$ cat config.mk
export PLATFORM = sky130hd
export DESIGN_NAME = seven_segment_number_formatter
export DESIGN_NICKNAME = d
export VERILOG_FILES = /design/src/design/ssnf_pkg.sv /design/src/design/ssnf_encode.sv /design/src/design/seven_segment_number_formatter.sv
export SDC_FILE = /design/constraint.sdc
export NUM_CORES = 1
export LEC_CHECK = 0
export BUFFER_PORTS_ARGS = -buffer_cell sky130_fd_sc_hd__clkbuf_2
export CORE_ASPECT_RATIO = 0.7
export CORE_UTILIZATION = 55
export CTS_BUF_LIST = sky130_fd_sc_hd__clkbuf_2
export CTS_CLUSTER_DIAMETER = 60
export DETAILED_ROUTE_END_ITERATION = 7
export GPL_TIMING_DRIVEN = 1
export PLACE_DENSITY = 0.73
export REMOVE_ABC_BUFFERS = 1
export SYNTH_ARGS = -nofsm -noshare
export SYNTH_HDL_FRONTEND = slang
export SYNTH_SLANG_ARGS = --single-unit
$ cat constraint.sdc
create_clock -name clk -period 13.95 [get_ports clk]
set_clock_uncertainty 0.2 [all_clocks]
set_input_delay 1.395 -clock clk [delete_from_list [all_inputs] [get_ports clk]]
set_output_delay 1.395 -clock clk [all_outputs]
set_load 0.02 [all_outputs]
$ cat src/design/ssnf_pkg.sv
package ssnf_pkg;

  localparam logic [1:0] MaxZeroPos = 2'd2;

  localparam logic signed [15:0] TopDecimal = 16'sd999;
  localparam logic signed [15:0] BottomDecimal = -16'sd99;

  // Character codes used by the display texts.
  localparam logic [7:0] CHAR_BLANK = 8'd32;
  localparam logic [7:0] CHAR_MINUS = 8'h2D;
  localparam logic [7:0] CHAR_ZERO = 8'h30;
  localparam logic [7:0] CHAR_F = 8'h46;
  localparam logic [7:0] CHAR_L = 8'h4C;
  localparam logic [7:0] CHAR_V = 8'h56;
  localparam logic [7:0] CHAR_H = 8'h68;

  typedef enum logic [1:0] {
    STATUS_NORMAL = 2'd0,
    STATUS_OVER   = 2'd1,
    STATUS_UNDER  = 2'd2
  } status_t;

  typedef struct packed {
    logic [7:0] left;
    logic [7:0] middle;
    logic [7:0] right;
    status_t    status;
  } result_t;

  // Character generator, one bit per lit segment.
  localparam logic [7:0] GLYPHS [64] = '{
    8'h00, 8'h30, 8'h22, 8'h14, 8'h2D, 8'h1B, 8'h70, 8'h20,
    8'h39, 8'h0F, 8'h63, 8'h46, 8'h10, 8'h40, 8'h80, 8'h52,
    8'h3F, 8'h06, 8'h5B, 8'h4F, 8'h66, 8'h6D, 8'h7D, 8'h07,
    8'h7F, 8'h6F, 8'h09, 8'h36, 8'h58, 8'h48, 8'h4C, 8'h53,
    8'h5F, 8'h77, 8'h7C, 8'h58, 8'h5E, 8'h79, 8'h71, 8'h3D,
    8'h74, 8'h10, 8'h1E, 8'h76, 8'h38, 8'h37, 8'h54, 8'h5C,
    8'h73, 8'h67, 8'h50, 8'h6D, 8'h78, 8'h1C, 8'h3E, 8'h2A,
    8'h49, 8'h6E, 8'h5B, 8'h31, 8'h64, 8'h0E, 8'h23, 8'h08
  };

  // Codes 0..15 are hex digits, 16..31 and above 127 are blank, and
  // lower case folds onto upper case.
  function automatic logic [7:0] glyph_of(input logic [7:0] c);
    logic [7:0] k;
    if (c <= 8'd9) begin
      k = c + 8'd16;
    end else if (c <= 8'd15) begin
      k = c + 8'd23;
    end else if (c <= 8'd31) begin
      k = 8'd0;
    end else if (c <= 8'd95) begin
      k = c - 8'd32;
    end else if (c <= 8'd127) begin
      k = c - 8'd64;
    end else begin
      k = 8'd0;
    end
    return GLYPHS[k[5:0]];
  endfunction

endpackage

$ cat src/design/ssnf_encode.sv
module ssnf_encode (
  input  logic                req_type,
  input  logic signed [15:0]  number_value,
  input  logic [1:0]          zero_pos,
  output ssnf_pkg::result_t   result
);
  import ssnf_pkg::*;

  logic             neg;
  logic             over;
  logic             under;
  logic [15:0]      abs_value;
  logic [9:0]       mag;
  logic [3:0]       d0;
  logic [3:0]       d1;
  logic [3:0]       d2;
  logic             shown2;
  logic             shown1;
  logic             shown0;

  assign neg       = number_value[15];
  assign over      = number_value > TopDecimal;
  assign under     = number_value < BottomDecimal;
  assign abs_value = neg ? (16'd0 - number_value) : number_value;
  assign mag       = abs_value[9:0];

  // Shift-and-correct conversion with bits 9..8 preloaded into the
  // units digit, one bit of the low byte per step.
  always_comb begin
    logic [4:0] t0;
    logic [4:0] t1;
    logic       c0;
    logic       c1;
    d0 = {2'b00, mag[9:8]};
    d1 = 4'd0;
    d2 = 4'd0;
    for (int i = 7; i >= 0; i--) begin
      t0 = {d0, mag[i]};
      c0 = t0 > 5'd9;
      t0 = c0 ? (t0 - 5'd10) : t0;
      t1 = {d1, 1'b0} + {4'd0, c0};
      c1 = t1 > 5'd9;
      t1 = c1 ? (t1 - 5'd10) : t1;
      d0 = t0[3:0];
      d1 = t1[3:0];
      d2 = {d2[2:0], 1'b0} + {3'd0, c1};
    end
  end

  // A digit is shown once any higher digit is, at the pinned position,
  // or when it is nonzero. A minus sign takes the leftmost place.
  assign shown2 = !neg && ((zero_pos == 2'd2) || (d2 != 4'd0));
  assign shown1 = shown2 || (zero_pos == 2'd1) || (d1 != 4'd0);
  assign shown0 = shown1 || (zero_pos == 2'd0) || (d0 != 4'd0);

  always_comb begin
    if (req_type) begin
      result.left   = glyph_of({4'd0, number_value[7:4]});
      result.middle = glyph_of({4'd0, number_value[3:0]});
      result.right  = glyph_of(CHAR_H);
      result.status = STATUS_NORMAL;
    end else if (over) begin
      result.left   = glyph_of(CHAR_ZERO);
      result.middle = glyph_of(CHAR_F);
      result.right  = glyph_of(CHAR_L);
      result.status = STATUS_OVER;
    end else if (under) begin
      result.left   = glyph_of(CHAR_V);
      result.middle = glyph_of(CHAR_F);
      result.right  = glyph_of(CHAR_L);
      result.status = STATUS_UNDER;
    end else begin
      result.left   = neg ? glyph_of(CHAR_MINUS)
                          : glyph_of(shown2 ? {4'd0, d2} : CHAR_BLANK);
      result.middle = glyph_of(shown1 ? {4'd0, d1} : CHAR_BLANK);
      result.right  = glyph_of(shown0 ? {4'd0, d0} : CHAR_BLANK);
      result.status = STATUS_NORMAL;
    end
  end

endmodule

$ cat src/design/seven_segment_number_formatter.sv
// Three-digit seven-segment number formatter.
//
// Requests arrive on the command channel: a request is taken at a rising
// clock edge with start high and busy low. busy is always low, so a new
// request may be issued in every cycle. Each request carries req_type
// (0 = signed decimal, 1 = hex byte) and number_value.
//
// Each request produces one result, shown on the segment ports and
// range_status for exactly one cycle with done high, after the request
// has been taken. Throughput is one request per cycle: the request is
// captured in an input register, formatted by one pass of logic (the
// eight-step BCD correction and the character generator lookups) and
// captured in the result register. The receiver cannot stall; it must take
// each result in the cycle done is high.
//
// The pinned zero position is written through the cfg channel, which is
// always ready; values above 2 are dropped. Synchronous reset clears the
// pipeline valid flags, drops any request in flight, and sets the pinned
// position to the rightmost digit.
module seven_segment_number_formatter (
  input  logic               clk,
  input  logic               rst,
  input  logic               start,
  output logic               busy,
  input  logic               req_type,
  input  logic signed [15:0] number_value,
  output logic               done,
  output logic [7:0]         left_segments,
  output logic [7:0]         middle_segments,
  output logic [7:0]         right_segments,
  output logic [1:0]         range_status,
  input  logic               cfg_valid,
  output logic               cfg_ready,
  input  logic [1:0]         cfg_data
);
  import ssnf_pkg::*;

  logic               in_valid;
  logic               in_type;
  logic signed [15:0] in_value;
  logic [1:0]         zero_pos;
  result_t            result_next;
  result_t            result;

  // The block never refuses a request or a configuration write.
  assign busy      = 1'b0;
  assign cfg_ready = 1'b1;

  // Configuration register; out-of-range positions keep the old value.
  always_ff @(posedge clk) begin
    if (rst) begin
      zero_pos <= 2'd0;
    end else if (cfg_valid && cfg_ready && (cfg_data <= MaxZeroPos)) begin
      zero_pos <= cfg_data;
    end
  end

  // Input register stage.
  always_ff @(posedge clk) begin
    if (rst) begin
      in_valid <= 1'b0;
    end else begin
      in_valid <= start && !busy;
    end
  end

  always_ff @(posedge clk) begin
    if (start && !busy) begin
      in_type  <= req_type;
      in_value <= number_value;
    end
  end

  ssnf_encode u_encode (
    .req_type     (in_type),
    .number_value (in_value),
    .zero_pos     (zero_pos),
    .result       (result_next)
  );

  // Result register stage; done marks the single cycle of each result.
  always_ff @(posedge clk) begin
    if (rst) begin
      done <= 1'b0;
    end else begin
      done <= in_valid;
    end
  end

  always_ff @(posedge clk) begin
    if (in_valid) begin
      result <= result_next;
    end
  end

  assign left_segments   = result.left;
  assign middle_segments = result.middle;
  assign right_segments  = result.right;
  assign range_status    = result.status;

endmodule

==> metrics.txt, run 1 <==
status completed; design area between 0.007 and 0.008 sq mm; GRT Overall Usage between 30% and 40%; Final Util just over 60%; share of post-route cells with drive strength above 1 16.27%; number of CTS-inserted buffers 5; Required @ worst endpoint 14010 ps; Clock Path Buffers 2; Core Area roughly 0.013 sq mm; cell area after synthesis approximately 0.0072 sq mm; vias in the first global route approximately 6600; worst flop-to-flop path startpoint in_value[2]$_DFFE_PP_; cell accounting for the most synthesized area edfxtp_1; initial drt markers 733; post-DR wirelength/cell approximately 20 microns; CP startpoint kind flop; asr flop ratio synth 0%; sequential share of the synthesized area a little under a fifth; ANT cells 0; crit path launch in_value[2]$_DFFE_PP_; Gate Count Post-Synth 892; Synth top cells by count 84 x ha_1, 73 x nand2_1, 66 x nor2_1; Min-Delay Path Class flop to flop; Final Hold Viols 0; R2R depth 57; Post-synth EDFFs 43; #FFs+latches synth between 40 and 50; CTS tree yes; CTS HTree Levels 2; final HPWL from detailed placement 15890 microns; IO Port Bufs between 40 and 50; Vias about 7300; clk slew on worst S/H paths 370 ps; fillers ~1100; max-capacitance violation count 0; synth top area cells edfxtp_1 18%, ha_1 15%, a21oi_1 3.9%; max frequency approximately 75 MHz; slew margin rel. a little over a quarter; CP arrival between 10000 and 15000 ps; Worst-Skew Late Latency around 540 ps; chip width about 140 microns; final setup violation count 0; FF+latch area ~0.0014 sq mm; setup slack, reg-to-reg 570 ps; final worst path period need between 10000 and 15000 ps; Initial Util a little under three fifths; initial antenna violation count 0; max-slew violations 0; drt first pass iters 6; Largest stage delay, worst path between 500 and 600 ps; HP Start zero_pos[1]$_SDFFE_PP0P_; r2r endpoint middle_segments[5]$_DFFE_PP_; Avg Cell Area, Syn around 8.1 sq um; pre-CTS setup slack roughly 140 ps; critical path class flop to flop; RD Place Congestion 0.9832; area share of the leading cell type in the synthesized netlist around 18%; YS warnings 0; most frequent CP cell ha_1; slowest cell on the critical path or4_4; CP Max Fanout 13; vias per std cell approximately 6.7; Total Nets Final about 1000; Final ANT Viol Nets 0; area growth from synthesis to layout 7.117%; Total Wirelength between 20000 and 25000 microns; grt ovf 0; Root Buffer clkbuf_2; top-count cell post-synth ha_1; DIE HEIGHT 97.78 microns; clock sink total 47; Setup crit end kind flop; crit path to middle_segments[5]$_DFFE_PP_; I/O pin total 52; fin worst setup slack ~570 ps; Die Area approximately 0.014 sq mm; Synth Flop Type edfxtp_1; library cells used by synthesis 104; footprint of the multi-input gates about 0.0055 sq mm; largest net degree at the start of global routing 27; slew of the pin with the lowest slew margin about 1100 ps; Post-DP Area between 0.007 and 0.008 sq mm; drt drc 0; row cnt 34; first-pass GRT wire length around 34000 microns; crit share post-route a little over nine tenths
flip-flops by register name, indices dropped and copies added, names as in the netlist:
| signal | cells |
|---|---|
| right_segments | 8 |
| in_value | 16 |
| middle_segments | 8 |
| zero_pos | 2 |
| done | 1 |
| range_status | 2 |
| left_segments | 8 |
| in_valid | 1 |
| in_type | 1 |
per-layer routing:
layer	global-route usage, %	wire [microns]	vias up
met2	45.30	8997	414
met4	8.889	323	0
met1	43.65	9649	3429
met5	0	0	-
li1	-	-	3410
met3	7.111	2266	32
layout by cell type, fill, tap and decap left out, types with 20 or more instances in the layout:
master,netlist,final
o21ai_0,44,43
inv_1,48,47
nand2_1,73,72
nand3_1,28,28
a21oi_1,56,56
nor3_1,28,28
ha_1,84,82
nor2_1,66,66
a211oi_1,25,24
clkbuf_2,0,54
o21ai_1,20,20
edfxtp_1,43,43
through the flow:
stage | setup TNS (ps) | instances | hold slack [ps]
2_1_floorplan | 0 | 847 | 286.3
3_3_place_gp | 0 | 1070 | 304.5
3_5_place_dp | 0 | 1070 | 313.7
4_1_cts | 0 | 1078 | 337.0
5_1_grt | -244.3 | 1084 | 359.1
6_report | 0 | 1084 | 337.7
critical path: cells and delay by family, from the launching register on:
family                   cells  cell delay (ps)
AO/OA/AOI/OAI               24             5650
XOR/XNOR                     6             1290
adder cells (fa/ha/maj)      8             2140
buffers and inverters        7              960
flip-flops                   1              420
AND/OR/NAND/NOR             12             2460
how the worst min path moves through the flow:
stage	cells past startpoint	end	slack (ps)
floorplan	2	zero_pos[1]$_SDFFE_PP0P_	290
global placement	2	zero_pos[1]$_SDFFE_PP0P_	300
detailed placement	2	zero_pos[1]$_SDFFE_PP0P_	310
CTS	2	zero_pos[1]$_SDFFE_PP0P_	340
global route	2	zero_pos[1]$_SDFFE_PP0P_	360
finish	2	zero_pos[1]$_SDFFE_PP0P_	340
cell families (layout without fill, tap and decap cells):
group | Yosys count | after routing | share of synthesized area (%)
AO/OA/AOI/OAI | 323 | 323 | 33.52
XOR/XNOR | 25 | 25 | 3.246
adder cells (fa/ha/maj) | 84 | 84 | 14.58
buffers and inverters | 104 | 131 | 6.110
flip-flops | 47 | 47 | 19.02
multiplexers | 24 | 24 | 3.732
other | 2 | 5 | 0.1042
AND/OR/NAND/NOR | 283 | 283 | 19.68
cell type report:
| type | instances | area share (%) |
|---|---|---|
| Clock inverter | 3 | 0.3565 |
| Multi-Input combinational cell | 744 | 71.22 |
| Clock buffer | 5 | 0.3241 |
| Inverter | 56 | 2.787 |
| Tap cell | 162 | 2.625 |
| Timing Repair Buffer | 67 | 4.926 |
| Sequential cell | 47 | 17.76 |
what timing repair did:
item,4_1_cts,5_1_grt
resized for setup,0,21
setup endpoints to repair,0,21
hold buffers,0,0
setup buffers,0,6
Power of run 1 is not shown: default switching activity piles up to over one toggle a cycle in this logic, so the estimate is an artifact.
==> inputs of run 2 (changes only) <==
--- a/config.mk
+++ b/config.mk
@@ -6,13 +6,15 @@
 export NUM_CORES = 1
 export LEC_CHECK = 0
 export BUFFER_PORTS_ARGS = -buffer_cell sky130_fd_sc_hd__clkbuf_2
+export CELL_PAD_IN_SITES_DETAIL_PLACEMENT = 1
+export CELL_PAD_IN_SITES_GLOBAL_PLACEMENT = 2
 export CORE_ASPECT_RATIO = 0.7
-export CORE_UTILIZATION = 55
+export CORE_UTILIZATION = 39
 export CTS_BUF_LIST = sky130_fd_sc_hd__clkbuf_2
 export CTS_CLUSTER_DIAMETER = 60
 export DETAILED_ROUTE_END_ITERATION = 7
 export GPL_TIMING_DRIVEN = 1
-export PLACE_DENSITY = 0.73
+export PLACE_DENSITY = 0.84
 export REMOVE_ABC_BUFFERS = 1
 export SYNTH_ARGS = -nofsm -noshare
 export SYNTH_HDL_FRONTEND = slang
==> metrics.txt, run 2 (synthesis results as in run 1) <==
Root Buffer clkbuf_2; chip width between 150 and 200 microns; largest net degree at the start of global routing 28; RD Place Congestion 0.8849; r2r endpoint middle_segments[5]$_DFFE_PP_; cell depth of the worst setup path 55; worst flop-to-flop path startpoint in_value[2]$_DFFE_PP_; Final ANT Viol Nets 0; drt drc 0; CP arrival approximately 13000 ps; initial drt markers between 500 and 600; most common cell after layout, fill and taps aside ha_1; max-slew violations 0; slowest cell on the critical path or4_4; share of post-route cells with drive strength above 1 between 10% and 20%; crit path launch in_value[2]$_DFFE_PP_; max-capacitance violation count 0; final HPWL from detailed placement between 15000 and 20000 microns; R2R depth 55; CTS tree yes; most frequent CP cell ha_1; DIE HEIGHT between 100 and 150 microns; Core Area 0.01806 sq mm; area growth from synthesis to layout 8.974%; RSZ-0062 raised after global routing yes; pre-CTS setup slack around 230 ps; CP startpoint kind flop; CP Buf/Inv Count 6; most frequent cells in the layout 82 x ha_1, 72 x nand2_1, 66 x nor2_1; crit path to middle_segments[5]$_DFFE_PP_; critical path class flop to flop; initial antenna violation count 0; final worst path period need approximately 13000 ps; Final Hold Viols 0; clock sink total 47; crit share post-route approximately 94%; Largest Register in_value; Largest delay share family, worst path compound AO/OA/AOI/OAI gates; Setup crit end kind flop; Total Wirelength approximately 24000 microns; Clock Path Buffers 2; slew of the pin with the lowest slew margin 1164 ps; Min-Delay Path Class flop to flop; met2 WL just under 10000 microns; met1 WL 12340 microns; row cnt 41; # hold bufs at CTS 0; Die Area between 0.015 and 0.02 sq mm; Worst-Skew Late Latency about 520 ps; final setup violation count 0; IO Port Bufs 49; Vias 7153; GRT Overall Usage 25.02%; clk slew on worst S/H paths roughly 330 ps; Required @ worst endpoint roughly 14000 ps; vias per std cell 6.156; met3 wire len 1288 microns; grt ovf 0; number of flip-flops under the largest register name 16; Post-Layout Cell Count approximately 1200; post-DR wirelength/cell 20.43 microns; max frequency 76.39 MHz; drt first pass iters 6; Final TNS setup 0 ps; status completed; CP Max Fanout 13; # placed instances between 1000 and 1500; slew margin rel. 22.12%; vias in the first global route a little under 7000; number of CTS-inserted buffers 5; ANT cells 0; first-pass GRT wire length 37690 microns; Initial Util between 30% and 40%; Top Layer Used met4; setup slack, reg-to-reg 860 ps; fillers between 2000 and 2500; CTS HTree Levels 2; Total Nets Final between 1000 and 1500; I/O pin total 52; Largest stage delay, worst path 590 ps; fin worst setup slack between 800 and 900 ps
==> run 2: worst min path at each step <==
stage / startpoint / to / slack, ps / depth (start not counted)
floorplan: zero_pos[1]$_SDFFE_PP0P_ / zero_pos[1]$_SDFFE_PP0P_ / 290 / 2
global placement: zero_pos[1]$_SDFFE_PP0P_ / zero_pos[1]$_SDFFE_PP0P_ / 320 / 2
detailed placement: zero_pos[0]$_SDFFE_PP0P_ / zero_pos[0]$_SDFFE_PP0P_ / 320 / 2
CTS: zero_pos[1]$_SDFFE_PP0P_ / zero_pos[1]$_SDFFE_PP0P_ / 360 / 2
global route: zero_pos[1]$_SDFFE_PP0P_ / zero_pos[1]$_SDFFE_PP0P_ / 390 / 2
finish: zero_pos[1]$_SDFFE_PP0P_ / zero_pos[1]$_SDFFE_PP0P_ / 360 / 2
==> run 2: layout make-up <==
class	count	area (sq um)	area share (%)
clock buffers	5	25.02	0.3186
clock inverters	3	28.78	0.3664
repair buffers	71	410.4	5.225
well taps	236	295.3	3.759
flip-flops and latches	47	1371	17.46
inverters	56	212.7	2.708
multi-input cells	744	5512	70.17
==> run 2: through the flow <==
stage | util (%) | hold WS, ps | area (sq um)
4_1_cts | 42.55 | 357.4 | 7684
3_3_place_gp | 42.25 | 318.8 | 7630
6_report | 43.50 | 359.9 | 7855
5_1_grt | 43.50 | 389.3 | 7855
2_1_floorplan | - | 286.3 | 6992
3_5_place_dp | 42.25 | 322.3 | 7630
==> run 2: layer usage <==
metal,vias to the layer above,global-route usage (%)
li1,3426,-
met4,0,3.180
met5,-,0
met3,15,3.758
met1,3523,39.19
met2,189,36.37
==> run 2: worst reg2reg max path, delay by kind of cell, from the launching register on <==
| family | cells | cell delay, ps |
|---|---|---|
| adder cells (fa/ha/maj) | 8 | 2150 |
| XOR/XNOR | 6 | 1210 |
| AND/OR/NAND/NOR | 12 | 2400 |
| buffers and inverters | 6 | 950 |
| AO/OA/AOI/OAI | 23 | 5520 |
| flip-flops | 1 | 440 |
==> run 2: what timing repair did <==
action,4_1_cts,5_1_grt
gates resized for setup,0,24
buffers inserted,0,9
endpoints found under the setup margin,0,21
Power of run 2 is left out for the same reason.
